$ cat src/rtl/phr_pkg.sv
`default_nettype none

package phr_pkg;

	localparam int RADIUS_BITS_DEF = 10;
	localparam int RADIUS_RESET    = 255;

	localparam int ANGLE_W = 16;
	localparam logic [ANGLE_W-1:0] ANGLE_MAX = 16'd51470;

	localparam int LEVEL_W = 9;
	localparam logic [LEVEL_W-1:0] VALUE_ONE = 9'd256;

	// saturation, Q0.12 with one extra bit for 1.0
	localparam int SAT_FRAC = 12;
	localparam int SAT_W    = SAT_FRAC + 1;
	localparam logic [SAT_W-1:0] SAT_ONE = 13'd4096;

	// divider: quotient bits resolved per stage
	localparam int DIV_STEPS  = 2;
	localparam int DIV_STAGES = SAT_FRAC / DIV_STEPS;

	// hue*6 = floor(angle * 15000 / 31415) by reciprocal and one correction
	localparam int HUE_MUL   = 15000;
	localparam int HUE_DIV   = 31415;
	localparam int HUE_SHIFT = 24;
	localparam int RECIP_W   = 23;
	localparam longint unsigned HUE_RECIP_L =
		(longint'(HUE_MUL) << HUE_SHIFT) / longint'(HUE_DIV);
	localparam logic [RECIP_W-1:0] HUE_RECIP = RECIP_W'(HUE_RECIP_L);
	localparam int HUE_W    = 15;
	localparam int HUE_FRAC = 12;

	localparam int HUE_STAGES   = 3;
	localparam int SHADE_STAGES = 3;

	localparam int LVL_W  = 33;
	localparam int PROD_W = 25;
	localparam logic [PROD_W-1:0] ONE_Q24 = 25'h100_0000;

	localparam int CHAN_W = 8;

	localparam int CFG_IDX_W = 1;
	localparam logic [CFG_IDX_W-1:0] CFG_WHEEL_RADIUS = 1'd0;
	localparam logic [CFG_IDX_W-1:0] CFG_VALUE_LEVEL  = 1'd1;

	// hue sectors, red through yellow, green, cyan, blue, magenta
	typedef enum logic [2:0] {
		SEC_RY = 3'd0,
		SEC_YG = 3'd1,
		SEC_GC = 3'd2,
		SEC_CB = 3'd3,
		SEC_BM = 3'd4,
		SEC_MR = 3'd5
	} sector_t;

	typedef struct packed {
		logic [SAT_W-1:0]   sat;
		logic [LEVEL_W-1:0] value;
		logic [ANGLE_W-1:0] angle;
	} hue_in_t;

	typedef struct packed {
		logic [SAT_W-1:0]   sat;
		logic [LEVEL_W-1:0] value;
		logic [HUE_W-1:0]   h6;
	} shade_in_t;

	// floor(lvl * 255 / 2^32)
	function automatic logic [CHAN_W-1:0] to_byte(input logic [LVL_W-1:0] lvl);
		logic [LVL_W+CHAN_W-1:0] m;
		m = {lvl, CHAN_W'(0)} - {CHAN_W'(0), lvl};
		return m[LVL_W+CHAN_W-2 -: CHAN_W];
	endfunction

endpackage

`default_nettype wire

$ cat src/rtl/phr_div_step.sv
`default_nettype none

module phr_div_step #(
	parameter int RADIUS_BITS = phr_pkg::RADIUS_BITS_DEF
) (
	input  wire logic [RADIUS_BITS-1:0]       divisor,
	input  wire logic [RADIUS_BITS-1:0]       rem_in,
	input  wire logic [phr_pkg::SAT_FRAC-1:0] quot_in,
	output logic      [RADIUS_BITS-1:0]       rem_out,
	output logic      [phr_pkg::SAT_FRAC-1:0] quot_out
);

	logic [RADIUS_BITS:0]           dbl;
	logic [RADIUS_BITS-1:0]         rem;
	logic [phr_pkg::SAT_FRAC-1:0]   quot;

	// restoring division, remainder stays below the divisor when rem_in starts below it
	always_comb begin
		rem  = rem_in;
		quot = quot_in;
		dbl  = '0;
		for (int i = 0; i < phr_pkg::DIV_STEPS; i++) begin
			dbl = {rem, 1'b0};
			if (dbl >= {1'b0, divisor}) begin
				dbl  = dbl - {1'b0, divisor};
				quot = {quot[phr_pkg::SAT_FRAC-2:0], 1'b1};
			end else begin
				quot = {quot[phr_pkg::SAT_FRAC-2:0], 1'b0};
			end
			rem = dbl[RADIUS_BITS-1:0];
		end
	end

	assign rem_out  = rem;
	assign quot_out = quot;

endmodule

`default_nettype wire

$ cat src/rtl/phr_hue.sv
`default_nettype none

module phr_hue (
	input  wire logic                              clk,
	input  wire logic [phr_pkg::HUE_STAGES-1:0]    en,
	input  wire phr_pkg::hue_in_t                  hue_in,
	output phr_pkg::shade_in_t                     hue_out
);

	localparam int PRD_W = phr_pkg::ANGLE_W + phr_pkg::RECIP_W;
	localparam int NUM_W = 30;
	localparam int RES_W = 17;

	localparam logic [NUM_W-1:0] MUL_C = NUM_W'(phr_pkg::HUE_MUL);
	localparam logic [NUM_W-1:0] DIV_C = NUM_W'(phr_pkg::HUE_DIV);

	logic [PRD_W-1:0]             prod_s1;
	logic [phr_pkg::ANGLE_W-1:0]  angle_s1;
	logic [phr_pkg::SAT_W-1:0]    sat_s1;
	logic [phr_pkg::LEVEL_W-1:0]  value_s1;

	logic [phr_pkg::HUE_W-1:0]    qe_s2;
	logic [RES_W-1:0]             res_s2;
	logic [phr_pkg::SAT_W-1:0]    sat_s2;
	logic [phr_pkg::LEVEL_W-1:0]  value_s2;

	phr_pkg::shade_in_t           out_s3;

	logic [phr_pkg::HUE_W-1:0]    qe;
	logic [NUM_W-1:0]             num;
	logic [NUM_W-1:0]             den;
	logic [NUM_W-1:0]             diff;

	assign qe   = prod_s1[phr_pkg::HUE_SHIFT +: phr_pkg::HUE_W];
	assign num  = NUM_W'(angle_s1) * MUL_C;
	assign den  = NUM_W'(qe) * DIV_C;
	assign diff = num - den;

	always_ff @(posedge clk) begin
		if (en[0]) begin
			prod_s1  <= PRD_W'(hue_in.angle) * PRD_W'(phr_pkg::HUE_RECIP);
			angle_s1 <= hue_in.angle;
			sat_s1   <= hue_in.sat;
			value_s1 <= hue_in.value;
		end
		if (en[1]) begin
			qe_s2    <= qe;
			res_s2   <= diff[RES_W-1:0];
			sat_s2   <= sat_s1;
			value_s2 <= value_s1;
		end
		if (en[2]) begin
			// estimate is at most one short
			out_s3.h6    <= qe_s2 + phr_pkg::HUE_W'(res_s2 >= DIV_C[RES_W-1:0]);
			out_s3.sat   <= sat_s2;
			out_s3.value <= value_s2;
		end
	end

	assign hue_out = out_s3;

endmodule

`default_nettype wire

$ cat src/rtl/phr_shade.sv
`default_nettype none

module phr_shade (
	input  wire logic                               clk,
	input  wire logic [phr_pkg::SHADE_STAGES-1:0]   en,
	input  wire phr_pkg::shade_in_t                 shade_in,
	output logic [3*phr_pkg::CHAN_W-1:0]            rgb
);

	localparam int VP_W = 21;

	logic [phr_pkg::HUE_FRAC-1:0]  frac;
	logic [phr_pkg::SAT_W-1:0]     frac_c;
	phr_pkg::sector_t              sector;

	logic [phr_pkg::PROD_W-1:0]    sf_s1;
	logic [phr_pkg::PROD_W-1:0]    sg_s1;
	logic [phr_pkg::SAT_W-1:0]     sp_s1;
	logic [phr_pkg::LEVEL_W-1:0]   value_s1;
	phr_pkg::sector_t              sector_s1;

	logic [VP_W-1:0]               vp;
	logic [phr_pkg::LVL_W-1:0]     lq_s2;
	logic [phr_pkg::LVL_W-1:0]     lt_s2;
	logic [phr_pkg::LVL_W-1:0]     lp_s2;
	logic [phr_pkg::LEVEL_W-1:0]   value_s2;
	phr_pkg::sector_t              sector_s2;

	logic [phr_pkg::CHAN_W-1:0]    bf;
	logic [phr_pkg::CHAN_W-1:0]    bq;
	logic [phr_pkg::CHAN_W-1:0]    bt;
	logic [phr_pkg::CHAN_W-1:0]    bp;
	logic [3*phr_pkg::CHAN_W-1:0]  mix;
	logic [3*phr_pkg::CHAN_W-1:0]  rgb_s3;

	assign frac   = shade_in.h6[phr_pkg::HUE_FRAC-1:0];
	assign frac_c = phr_pkg::SAT_ONE - {1'b0, frac};
	assign sector = phr_pkg::sector_t'(shade_in.h6[phr_pkg::HUE_W-1:phr_pkg::HUE_FRAC]);

	assign vp = VP_W'(value_s1) * VP_W'(sp_s1);

	assign bf = phr_pkg::to_byte({value_s2, 24'd0});
	assign bq = phr_pkg::to_byte(lq_s2);
	assign bt = phr_pkg::to_byte(lt_s2);
	assign bp = phr_pkg::to_byte(lp_s2);

	// blue, green, red from high to low
	always_comb begin
		case (sector_s2)
			phr_pkg::SEC_RY: mix = {bp, bt, bf};
			phr_pkg::SEC_YG: mix = {bp, bf, bq};
			phr_pkg::SEC_GC: mix = {bt, bf, bp};
			phr_pkg::SEC_CB: mix = {bf, bq, bp};
			phr_pkg::SEC_BM: mix = {bf, bp, bt};
			default:         mix = {bq, bp, bf};
		endcase
	end

	always_ff @(posedge clk) begin
		if (en[0]) begin
			sf_s1     <= phr_pkg::PROD_W'(shade_in.sat) * phr_pkg::PROD_W'(frac);
			sg_s1     <= phr_pkg::PROD_W'(shade_in.sat) * phr_pkg::PROD_W'(frac_c);
			sp_s1     <= phr_pkg::SAT_ONE - shade_in.sat;
			value_s1  <= shade_in.value;
			sector_s1 <= sector;
		end
		if (en[1]) begin
			lq_s2     <= phr_pkg::LVL_W'(value_s1) * phr_pkg::LVL_W'(phr_pkg::ONE_Q24 - sf_s1);
			lt_s2     <= phr_pkg::LVL_W'(value_s1) * phr_pkg::LVL_W'(phr_pkg::ONE_Q24 - sg_s1);
			lp_s2     <= {vp, 12'd0};
			value_s2  <= value_s1;
			sector_s2 <= sector_s1;
		end
		if (en[2]) begin
			rgb_s3 <= mix;
		end
	end

	assign rgb = rgb_s3;

endmodule

`default_nettype wire

$ cat src/rtl/polar_hsv_to_rgb.sv
// Colour-wheel pixel generator: each item is a point given by radius and angle (Q3.13
// radians), and each result is its 8-bit red, green and blue after HSV to RGB conversion,
// with saturation = radius / wheel_radius capped at one and value = value_level (Q1.8).
// One item per clock while the output is not stalled; the pipeline depth is set by the
// input register, the six-stage saturation divider (two quotient bits a stage), the
// three-stage hue scaling and the three-stage level multiply and byte select.
// Back-pressure on the output stalls the stages that hold items while empty stages still
// fill. The user is to write configuration through cfg_wen/cfg_index/cfg_wdata only while
// no item is in flight; the block itself does not enforce this.
`default_nettype none

module polar_hsv_to_rgb #(
	parameter  int RADIUS_BITS = phr_pkg::RADIUS_BITS_DEF,
	localparam int S_TDATA_W   = ((RADIUS_BITS + phr_pkg::ANGLE_W + 7) / 8) * 8,
	localparam int CFG_W       = (RADIUS_BITS > phr_pkg::LEVEL_W) ? RADIUS_BITS
	                                                              : phr_pkg::LEVEL_W
) (
	input  wire logic                            clk,
	input  wire logic                            arst_n,

	input  wire logic                            s_tvalid,
	output logic                                 s_tready,
	input  wire logic [S_TDATA_W-1:0]            s_tdata,   // point_radius, point_angle

	output logic                                 m_tvalid,
	input  wire logic                            m_tready,
	output logic [3*phr_pkg::CHAN_W-1:0]         m_tdata,   // red, green, blue

	input  wire logic                            cfg_wen,
	input  wire logic [phr_pkg::CFG_IDX_W-1:0]   cfg_index,
	input  wire logic [CFG_W-1:0]                cfg_wdata
);

	localparam int N_STAGES = 1 + phr_pkg::DIV_STAGES + phr_pkg::HUE_STAGES
	                          + phr_pkg::SHADE_STAGES;
	localparam int HUE_BASE   = 1 + phr_pkg::DIV_STAGES;
	localparam int SHADE_BASE = HUE_BASE + phr_pkg::HUE_STAGES;

	typedef struct packed {
		logic [RADIUS_BITS-1:0]       rem;
		logic [phr_pkg::SAT_FRAC-1:0] quot;
		logic                         sat;
		logic                         nz;
		logic [phr_pkg::LEVEL_W-1:0]  value;
		logic [phr_pkg::ANGLE_W-1:0]  angle;
	} div_t;

	logic [RADIUS_BITS-1:0]       wheel_radius_q;
	logic [phr_pkg::LEVEL_W-1:0]  value_level_q;

	logic [N_STAGES-1:0]          vld_s;
	logic [N_STAGES-1:0]          en;

	logic [RADIUS_BITS-1:0]       radius;
	logic [phr_pkg::ANGLE_W-1:0]  angle;
	logic [phr_pkg::ANGLE_W-1:0]  angle_cl;
	logic [phr_pkg::LEVEL_W-1:0]  value_cl;

	div_t                         div_s [phr_pkg::DIV_STAGES+1];
	logic [RADIUS_BITS-1:0]       rem_nx  [1:phr_pkg::DIV_STAGES];
	logic [phr_pkg::SAT_FRAC-1:0] quot_nx [1:phr_pkg::DIV_STAGES];

	logic [phr_pkg::SAT_W-1:0]    sat_val;
	phr_pkg::hue_in_t             hue_in;
	phr_pkg::shade_in_t           shade_in;

	// configuration
	always_ff @(posedge clk or negedge arst_n) begin
		if (!arst_n) begin
			wheel_radius_q <= RADIUS_BITS'(phr_pkg::RADIUS_RESET);
			value_level_q  <= phr_pkg::VALUE_ONE;
		end else if (cfg_wen) begin
			unique case (cfg_index)
				phr_pkg::CFG_WHEEL_RADIUS: wheel_radius_q <= cfg_wdata[RADIUS_BITS-1:0];
				phr_pkg::CFG_VALUE_LEVEL:  value_level_q  <= cfg_wdata[phr_pkg::LEVEL_W-1:0];
				default:                   value_level_q  <= value_level_q;
			endcase
		end
	end

	// stage enables, a stage moves when empty or when the next one moves
	always_comb begin
		en[N_STAGES-1] = !vld_s[N_STAGES-1] || m_tready;
		for (int k = N_STAGES - 2; k >= 0; k--) begin
			en[k] = !vld_s[k] || en[k+1];
		end
	end

	always_ff @(posedge clk or negedge arst_n) begin
		if (!arst_n) begin
			vld_s <= '0;
		end else begin
			vld_s <= (en & {vld_s[N_STAGES-2:0], s_tvalid}) | (~en & vld_s);
		end
	end

	assign s_tready = en[0];
	assign m_tvalid = vld_s[N_STAGES-1];

	// input stage
	assign radius   = s_tdata[RADIUS_BITS-1:0];
	assign angle    = s_tdata[RADIUS_BITS +: phr_pkg::ANGLE_W];
	assign angle_cl = (angle > phr_pkg::ANGLE_MAX) ? phr_pkg::ANGLE_MAX : angle;
	assign value_cl = (value_level_q > phr_pkg::VALUE_ONE) ? phr_pkg::VALUE_ONE
	                                                      : value_level_q;

	always_ff @(posedge clk) begin
		if (en[0]) begin
			div_s[0].rem   <= radius;
			div_s[0].quot  <= '0;
			div_s[0].sat   <= (radius >= wheel_radius_q) && (radius != '0);
			div_s[0].nz    <= (radius != '0);
			div_s[0].value <= value_cl;
			div_s[0].angle <= angle_cl;
		end
	end

	// saturation divider
	for (genvar k = 1; k <= phr_pkg::DIV_STAGES; k++) begin : g_div
		phr_div_step #(
			.RADIUS_BITS (RADIUS_BITS)
		) u_step (
			.divisor  (wheel_radius_q),
			.rem_in   (div_s[k-1].rem),
			.quot_in  (div_s[k-1].quot),
			.rem_out  (rem_nx[k]),
			.quot_out (quot_nx[k])
		);

		always_ff @(posedge clk) begin
			if (en[k]) begin
				div_s[k].rem   <= rem_nx[k];
				div_s[k].quot  <= quot_nx[k];
				div_s[k].sat   <= div_s[k-1].sat;
				div_s[k].nz    <= div_s[k-1].nz;
				div_s[k].value <= div_s[k-1].value;
				div_s[k].angle <= div_s[k-1].angle;
			end
		end
	end

	assign sat_val = div_s[phr_pkg::DIV_STAGES].sat ? phr_pkg::SAT_ONE
	               : div_s[phr_pkg::DIV_STAGES].nz  ? {1'b0, div_s[phr_pkg::DIV_STAGES].quot}
	               : '0;

	assign hue_in.sat   = sat_val;
	assign hue_in.value = div_s[phr_pkg::DIV_STAGES].value;
	assign hue_in.angle = div_s[phr_pkg::DIV_STAGES].angle;

	phr_hue u_hue (
		.clk     (clk),
		.en      (en[HUE_BASE +: phr_pkg::HUE_STAGES]),
		.hue_in  (hue_in),
		.hue_out (shade_in)
	);

	phr_shade u_shade (
		.clk      (clk),
		.en       (en[SHADE_BASE +: phr_pkg::SHADE_STAGES]),
		.shade_in (shade_in),
		.rgb      (m_tdata)
	);

endmodule

`default_nettype wire
$ cat config.mk
export PLATFORM = sky130hd
export DESIGN_NAME = polar_hsv_to_rgb
export DESIGN_NICKNAME = d
export VERILOG_FILES = /design/src/rtl/phr_pkg.sv /design/src/rtl/phr_div_step.sv /design/src/rtl/phr_hue.sv /design/src/rtl/phr_shade.sv /design/src/rtl/polar_hsv_to_rgb.sv
export SDC_FILE = /design/constraint.sdc
export NUM_CORES = 2
export LEC_CHECK = 0
export BUFFER_PORTS_ARGS = -buffer_cell sky130_fd_sc_hd__buf_2
export CAP_MARGIN = 20
export CORE_MARGIN = 3
export CORE_UTILIZATION = 40
export CTS_CLUSTER_DIAMETER = 150
export DETAILED_ROUTE_END_ITERATION = 7
export PLACE_DENSITY_LB_ADDON = 0.08
export SETUP_SLACK_MARGIN = 0.05
export SLEW_MARGIN = 20
export SYNTH_ARGS = -nofsm -noshare
export SYNTH_HDL_FRONTEND = slang
export SYNTH_SLANG_ARGS = --single-unit
$ cat constraint.sdc
create_clock -name clk -period 20.3 [get_ports clk]
set_clock_uncertainty 0.2 [all_clocks]
set_input_delay 4.06 -clock clk [delete_from_list [all_inputs] [get_ports clk]]
set_output_delay 4.06 -clock clk [all_outputs]
set_load 0.03 [all_outputs]
# Word-level counts from Yosys, hierarchy flattened
# Memory sizes are Yosys's and may differ from the RTL's.
# Index checks and enable logic that the tools add are counted.
[word_totals]
input_bits = 48
ram_bits = 343
output_inout_bits = 26
register_bits = 397
elab_cells = 156
mem_count = 1
[classes]
n_mul = 8
bitwise = 6
n_mux = 41
reduce_logical = 32
n_addsub = 22
n_lt_le_gt_ge = 16
n_eq_ne = 4
[mem_list]
columns = ["name", "words", "width", "read_ports", "rd_clocked_by_memory_dff", "write_ports", "line", "text"]
rows = [
  ["div_s", 7, 49, 7, 0, 7, "polar_hsv_to_rgb.sv:59", "div_t div_s [phr_pkg::DIV_STAGES+1];"],
]
[op_table]
columns = ["op", "count"]
rows = [
  ["$sub A40 B33 Y40", 4],
  ["$ge A11 B10 Y1", 12],
  ["$mux W10", 12],
  ["$pmux W24 S5", 1],
  ["$sub A10 B10 Y10", 12],
  ["$mul A9 B33 Y33", 2],
  ["$sub A25 B25 Y26 const A", 2],
  ["$mul A16 B22 Y38 const B", 1],
  ["$and A13 B13 Y13", 2],
  ["$mux W1", 26],
  ["$mul A13 B12 Y25", 1],
  ["$mul A13 B13 Y25", 1],
  ["$mul A9 B13 Y21", 1],
  ["$ge A17 B15 Y1 const B", 1],
  ["$mul A15 B15 Y17 const B", 1],
  ["$sub A17 B17 Y17", 1],
  ["$gt A16 B16 Y1 const B", 1],
  ["$mul A16 B11 Y14 const B", 1],
  ["$mux W16", 1],
  ["$add A15 B1 Y15", 1],
  ["$logic_not A1 Y1", 13],
  ["$logic_or A1 B1 Y1", 13],
  ["$not A13 Y13", 1],
  ["$or A13 B13 Y13", 1],
  ["other kinds (14)", 17],
]

# Longest topological paths before layout
[logic_depth]
depth_word = 17
ltp_mapped = 28
ltp_nobuf = 27

# Cells and area by module
# A second synthesis with hierarchy kept.
[hier_totals]
hier_cells = 6979
hier_area_um2 = 72553.3
[modules_own_cells]
columns = ["mod", "seq_area_each_um2", "area_each_um2", "instances", "cells_each"]
rows = [
  ["phr_shade", 5885.6, 39187.6, 1, 4274],
  ["phr_hue", 4234.1, 14407.6, 1, 1202],
  ["polar_hsv_to_rgb", 10451.3, 11458.5, 1, 513],
  ["phr_div_step", 0.0, 1249.9, 6, 165],
]

# Worst setup path before layout
# OpenSTA, ideal clock, no wires.
[synth_timing]
path_type = "in2out"
startpoint = "in m_tready"
endpoint = "out s_tready"
slack_ns = 6.642
required_time_ns = 16.040
stages = 9
arrival_time_ns = 9.398
n_path_buf = 0
cell_sequence = "nor2b_1 -> nand2_1 -> nor2_1 -> and2_1 -> and3_1 -> and2_1 -> nand3_1 -> nor2_1 -> nand2_1"
[synth_between]
elab_chain_cells = 13
[synth_lines]
columns = ["item", "line", "text"]
rows = [
  ["start, declared", "polar_hsv_to_rgb.sv:26", "input wire logic m_tready,"],
  ["$logic_or A1 B1 Y1", "polar_hsv_to_rgb.sv:83", "en[N_STAGES-1] = !vld_s[N_STAGES-1] || m_tready;"],
  ["$logic_or A1 B1 Y1", "polar_hsv_to_rgb.sv:85", "en[k] = !vld_s[k] || en[k+1];"],
  ["named net en[11]", "polar_hsv_to_rgb.sv:52", "logic [N_STAGES-1:0] en;"],
  ["$logic_or A1 B1 Y1 (11 in a row)", "polar_hsv_to_rgb.sv:85", ""],
  ["end, declared", "polar_hsv_to_rgb.sv:22", "output logic s_tready,"],
]
# The timed path passes the listed nets, and every way through them passes these cells.

# Final worst setup path
# Ends and elaborated chain as after synthesis.

==> flow_summary.json <==
{
  "min_path_type": "reg -> reg",
  "vias_per_cell": 4.883,
  "synth-seq-cells": 660,
  "max_freq_mhz": 91.00,
  "mappedNetlistNets": 8107,
  "die_w_um": 419.2,
  "crit_required_ns": 16.04,
  "tritoncts": "done",
  "holdCritStartpoint": "div_s[5][31]",
  "path_clk_slew_ns": 0.06,
  "setup_violations": 0,
  "clk_latency_ns": 0.71,
  "synthDistinctLibCells": 94,
  "crit_family": "simple AND/OR/NAND/NOR gates",
  "critPathLaunch": "m_tready",
  "io_pins": 74,
  "fp.dieArea_um2": 175700,
  "path_depth": 12,
  "cp-end-kind": "output port",
  "cts_resized": 0,
  "postSynth.asyncResetShare": 0.04848,
  "cp-start-kind": "primary input",
  "drtPass1Iterations": 7,
  "core_area_um2": 169500,
  "critPathMaxStageDelay_ns": 0.52,
  "rsz0062_at_grt": "no",
  "ctsRootBufferMaster": "clkbuf_16",
  "ys_seq_area_frac": 0.2880,
  "grt_max_degree": 76,
  "crit_slowest_cell": "nor2b_1",
  "critPathArrivalTime_ns": 6.73,
  "die_h_um": 419.2,
  "drive_above_1_share": 0.06152,
  "fin_area_um2": 74070,
  "grt_pass1_wl_um": 248900,
  "routed_wirelength_um": 151000,
  "critical_path.max_fanout": 43,
  "syn_to_final_growth_pct": 8.458,
  "grt_use_total": 0.1785,
  "tightestPinTransition_ns": 1.030,
  "status": "finished clean",
  "fin_crit_sh": 0.5413,
  "drc": 0,
  "cts_hold_buf": 0,
  "drt_iter0_markers": 1962,
  "hold_slack_ns": 0.2090,
  "postPlaceCellArea_um2": 71310,
  "gp_congestion": 0.8198,
  "grt_pass1_vias": 45400,
  "dp_hpwl_um": 117400,
  "vias": 43060,
  "numCtsBuffers": 83,
  "rrSetupSlack_ns": 12.18,
  "ff2ff_path_depth": 27,
  "finalMaxSlewViolations": 0,
  "htreeDepth": 3,
  "grt_overflow": 0,
  "synth_area_um2": 68300,
  "cts_setup_buffers": 0,
  "antenna_left": 0,
  "wire_per_inst_um": 17.13,
  "grt_antenna_before_repair": 0,
  "cts_buffer_depth": 3,
  "antennaDiodeCount": 0,
  "crit_buf_inv": 3,
  "relSlewSlack": 0.3132,
  "ff_latch_area_um2": 19670,
  "period_minus_slack_ns": 10.99,
  "cap_violations": 0,
  "nNetsFinal": 8158,
  "ys_warn_count": 0,
  "synth_ff_type": "edfxtp_1",
  "setup_tns_ns": 0,
  "synth-edff-count": 628,
  "reg2reg_from": "u_shade.sg_s1[0]",
  "port_buffers": 67,
  "final.fill_count": 16200,
  "std_cell_rows": 151,
  "crit_type": "in -> out",
  "start_util": 0.4030,
  "multiInputGateArea_um2": 43240,
  "postSynthAreaPerCell_um2": 10.54,
  "clock_sinks": 660,
  "holdPathStages": 0,
  "syn_inst": 6480,
  "finalHoldViolCount": 0,
  "crit_chain": "buf_2, nor2b_1, nand2_4, nor2_1, and2_1, and3_1, and2_1, nand3_2, buf_4, nor2_1, nand2_2, buf_2"
}
==> worst reg2reg max path, delay by kind of cell (launching register included) <==
family / cells / cell delay, ns
adder cells (fa/ha/maj): 6 / 2.65
AND/OR/NAND/NOR: 6 / 1.84
AO/OA/AOI/OAI: 9 / 1.78
flip-flops: 1 / 0.57
XOR/XNOR: 2 / 0.52
buffers and inverters: 4 / 0.30
==> metal layers <==
layer  track usage  part of all wire  vias to the layer above  wire [µm]
met5             0                 0                        -          0
met4       0.04267             0.021                        0       3140
met3       0.01904             0.024                      147       3698
met2        0.3132              0.49                      441      74710
met1        0.2364              0.46                    21530      69500
li1              -                 -                    20940          -
==> registers in the layout (all words and copies together), names as in the netlist, 13 cells and up, named ones only <==
| register | cells |
|---|---|
| u_shade.sp_s1 | 13 |
| u_hue.hue_out | 37 |
| u_shade.rgb | 24 |
| u_hue.angle_s1 | 14 |
| u_hue.prod_s1 | 15 |
| div_s | 291 |
| u_hue.res_s2 | 17 |
| u_hue.qe_s2 | 14 |
| u_shade.lq_s2 | 32 |
| u_shade.sf_s1 | 24 |
| u_hue.sat_s2 | 13 |
| u_shade.sg_s1 | 25 |
| u_shade.lp_s2 | 21 |
| u_hue.sat_s1 | 13 |
| u_shade.lt_s2 | 33 |
==> final timing paths <==
kind,end
setup reg to reg,u_shade.lq_s2[32]
max in group asynchronous,value_level_q[5]
hold reg to reg,div_s[6][33]
hold / removal,div_s[6][33]
setup / recovery,s_tready
min in group asynchronous,asynchronous set/reset pin
==> synth_stat cells, types with 22 or more instances <==
master / n / area share
a211oi_1: 22 / 0.0024
a21o_1: 108 / 0.012
a21oi_1: 201 / 0.015
and2_1: 476 / 0.044
clkbuf_1: 157 / 0.0086
dfrtp_1: 23 / 0.0084
edfxtp_1: 628 / 0.28
fa_1: 864 / 0.25
ha_1: 715 / 0.13
inv_1: 1275 / 0.070
mux2_2: 63 / 0.010
nand2_1: 592 / 0.033
nand2b_1: 44 / 0.0040
nand3_1: 47 / 0.0034
nand4_1: 30 / 0.0027
nor2_1: 208 / 0.011
nor2b_1: 66 / 0.0060
nor3_1: 75 / 0.0055
nor4_1: 25 / 0.0023
o21a_1: 41 / 0.0045
o21ai_0: 125 / 0.0092
xnor2_1: 275 / 0.035
xor2_1: 85 / 0.011
==> cells in the final DEF, fill, tap and decap left out, types with 18 or more instances in the layout <==
master,Yosys,layout
a21boi_0,19,19
clkbuf_16,0,84
nand2b_1,44,44
xnor2_1,275,275
mux2_2,63,63
o21ai_0,125,125
edfxtp_1,628,628
xor2_1,85,83
o21bai_1,18,18
nor2b_1,66,65
buf_2,6,67
buf_4,1,70
a21o_1,108,108
nor2_1,208,207
clkbuf_1,157,21
inv_1,1275,1270
o211ai_1,19,19
o21a_1,41,41
nand4_1,30,30
fa_1,864,864
ha_1,715,715
dfrtp_1,23,23
a31oi_1,19,19
a21oi_1,201,201
nand3_1,47,45
a211oi_1,22,22
nor4_1,25,24
nor3_1,75,75
and2_1,476,476
or3_1,21,21
nand2_1,592,588
==> logic make-up (layout without fill, tap and decap cells) <==
| kind of cell | after synthesis | count (layout) | synth area share |
|---|---|---|---|
| mux | 76 | 76 | 0.01281 |
| simple gates | 1663 | 1663 | 0.1225 |
| compound gates | 689 | 689 | 0.06549 |
| fa+ha+maj | 1580 | 1580 | 0.3844 |
| buf+inv | 1449 | 1568 | 0.07980 |
| flops | 660 | 660 | 0.2880 |
| xor+xnor | 363 | 363 | 0.04705 |
==> metrics by stage <==
step	util	std cells	worst slack (ns)
after floorplan	-	6480	6.642
after global placement	0.4208	8662	9.302
after detailed placement	0.4208	8662	9.258
after CTS	0.4368	8815	9.241
after global routing	0.4371	8817	9.029
final	0.4371	8817	9.311
==> layout make-up <==
type,instances,area share
clock inverters,46,0.006841
inverters,1276,0.06468
clock buffers,107,0.02981
flip-flops and latches,660,0.2655
repair buffers,139,0.01193
well taps,2218,0.03746
multi-input cells,4371,0.5837
Power is left out: the tool's default activity adds up to more than one toggle a clock period on the data nets, which glitch-free logic cannot reach.
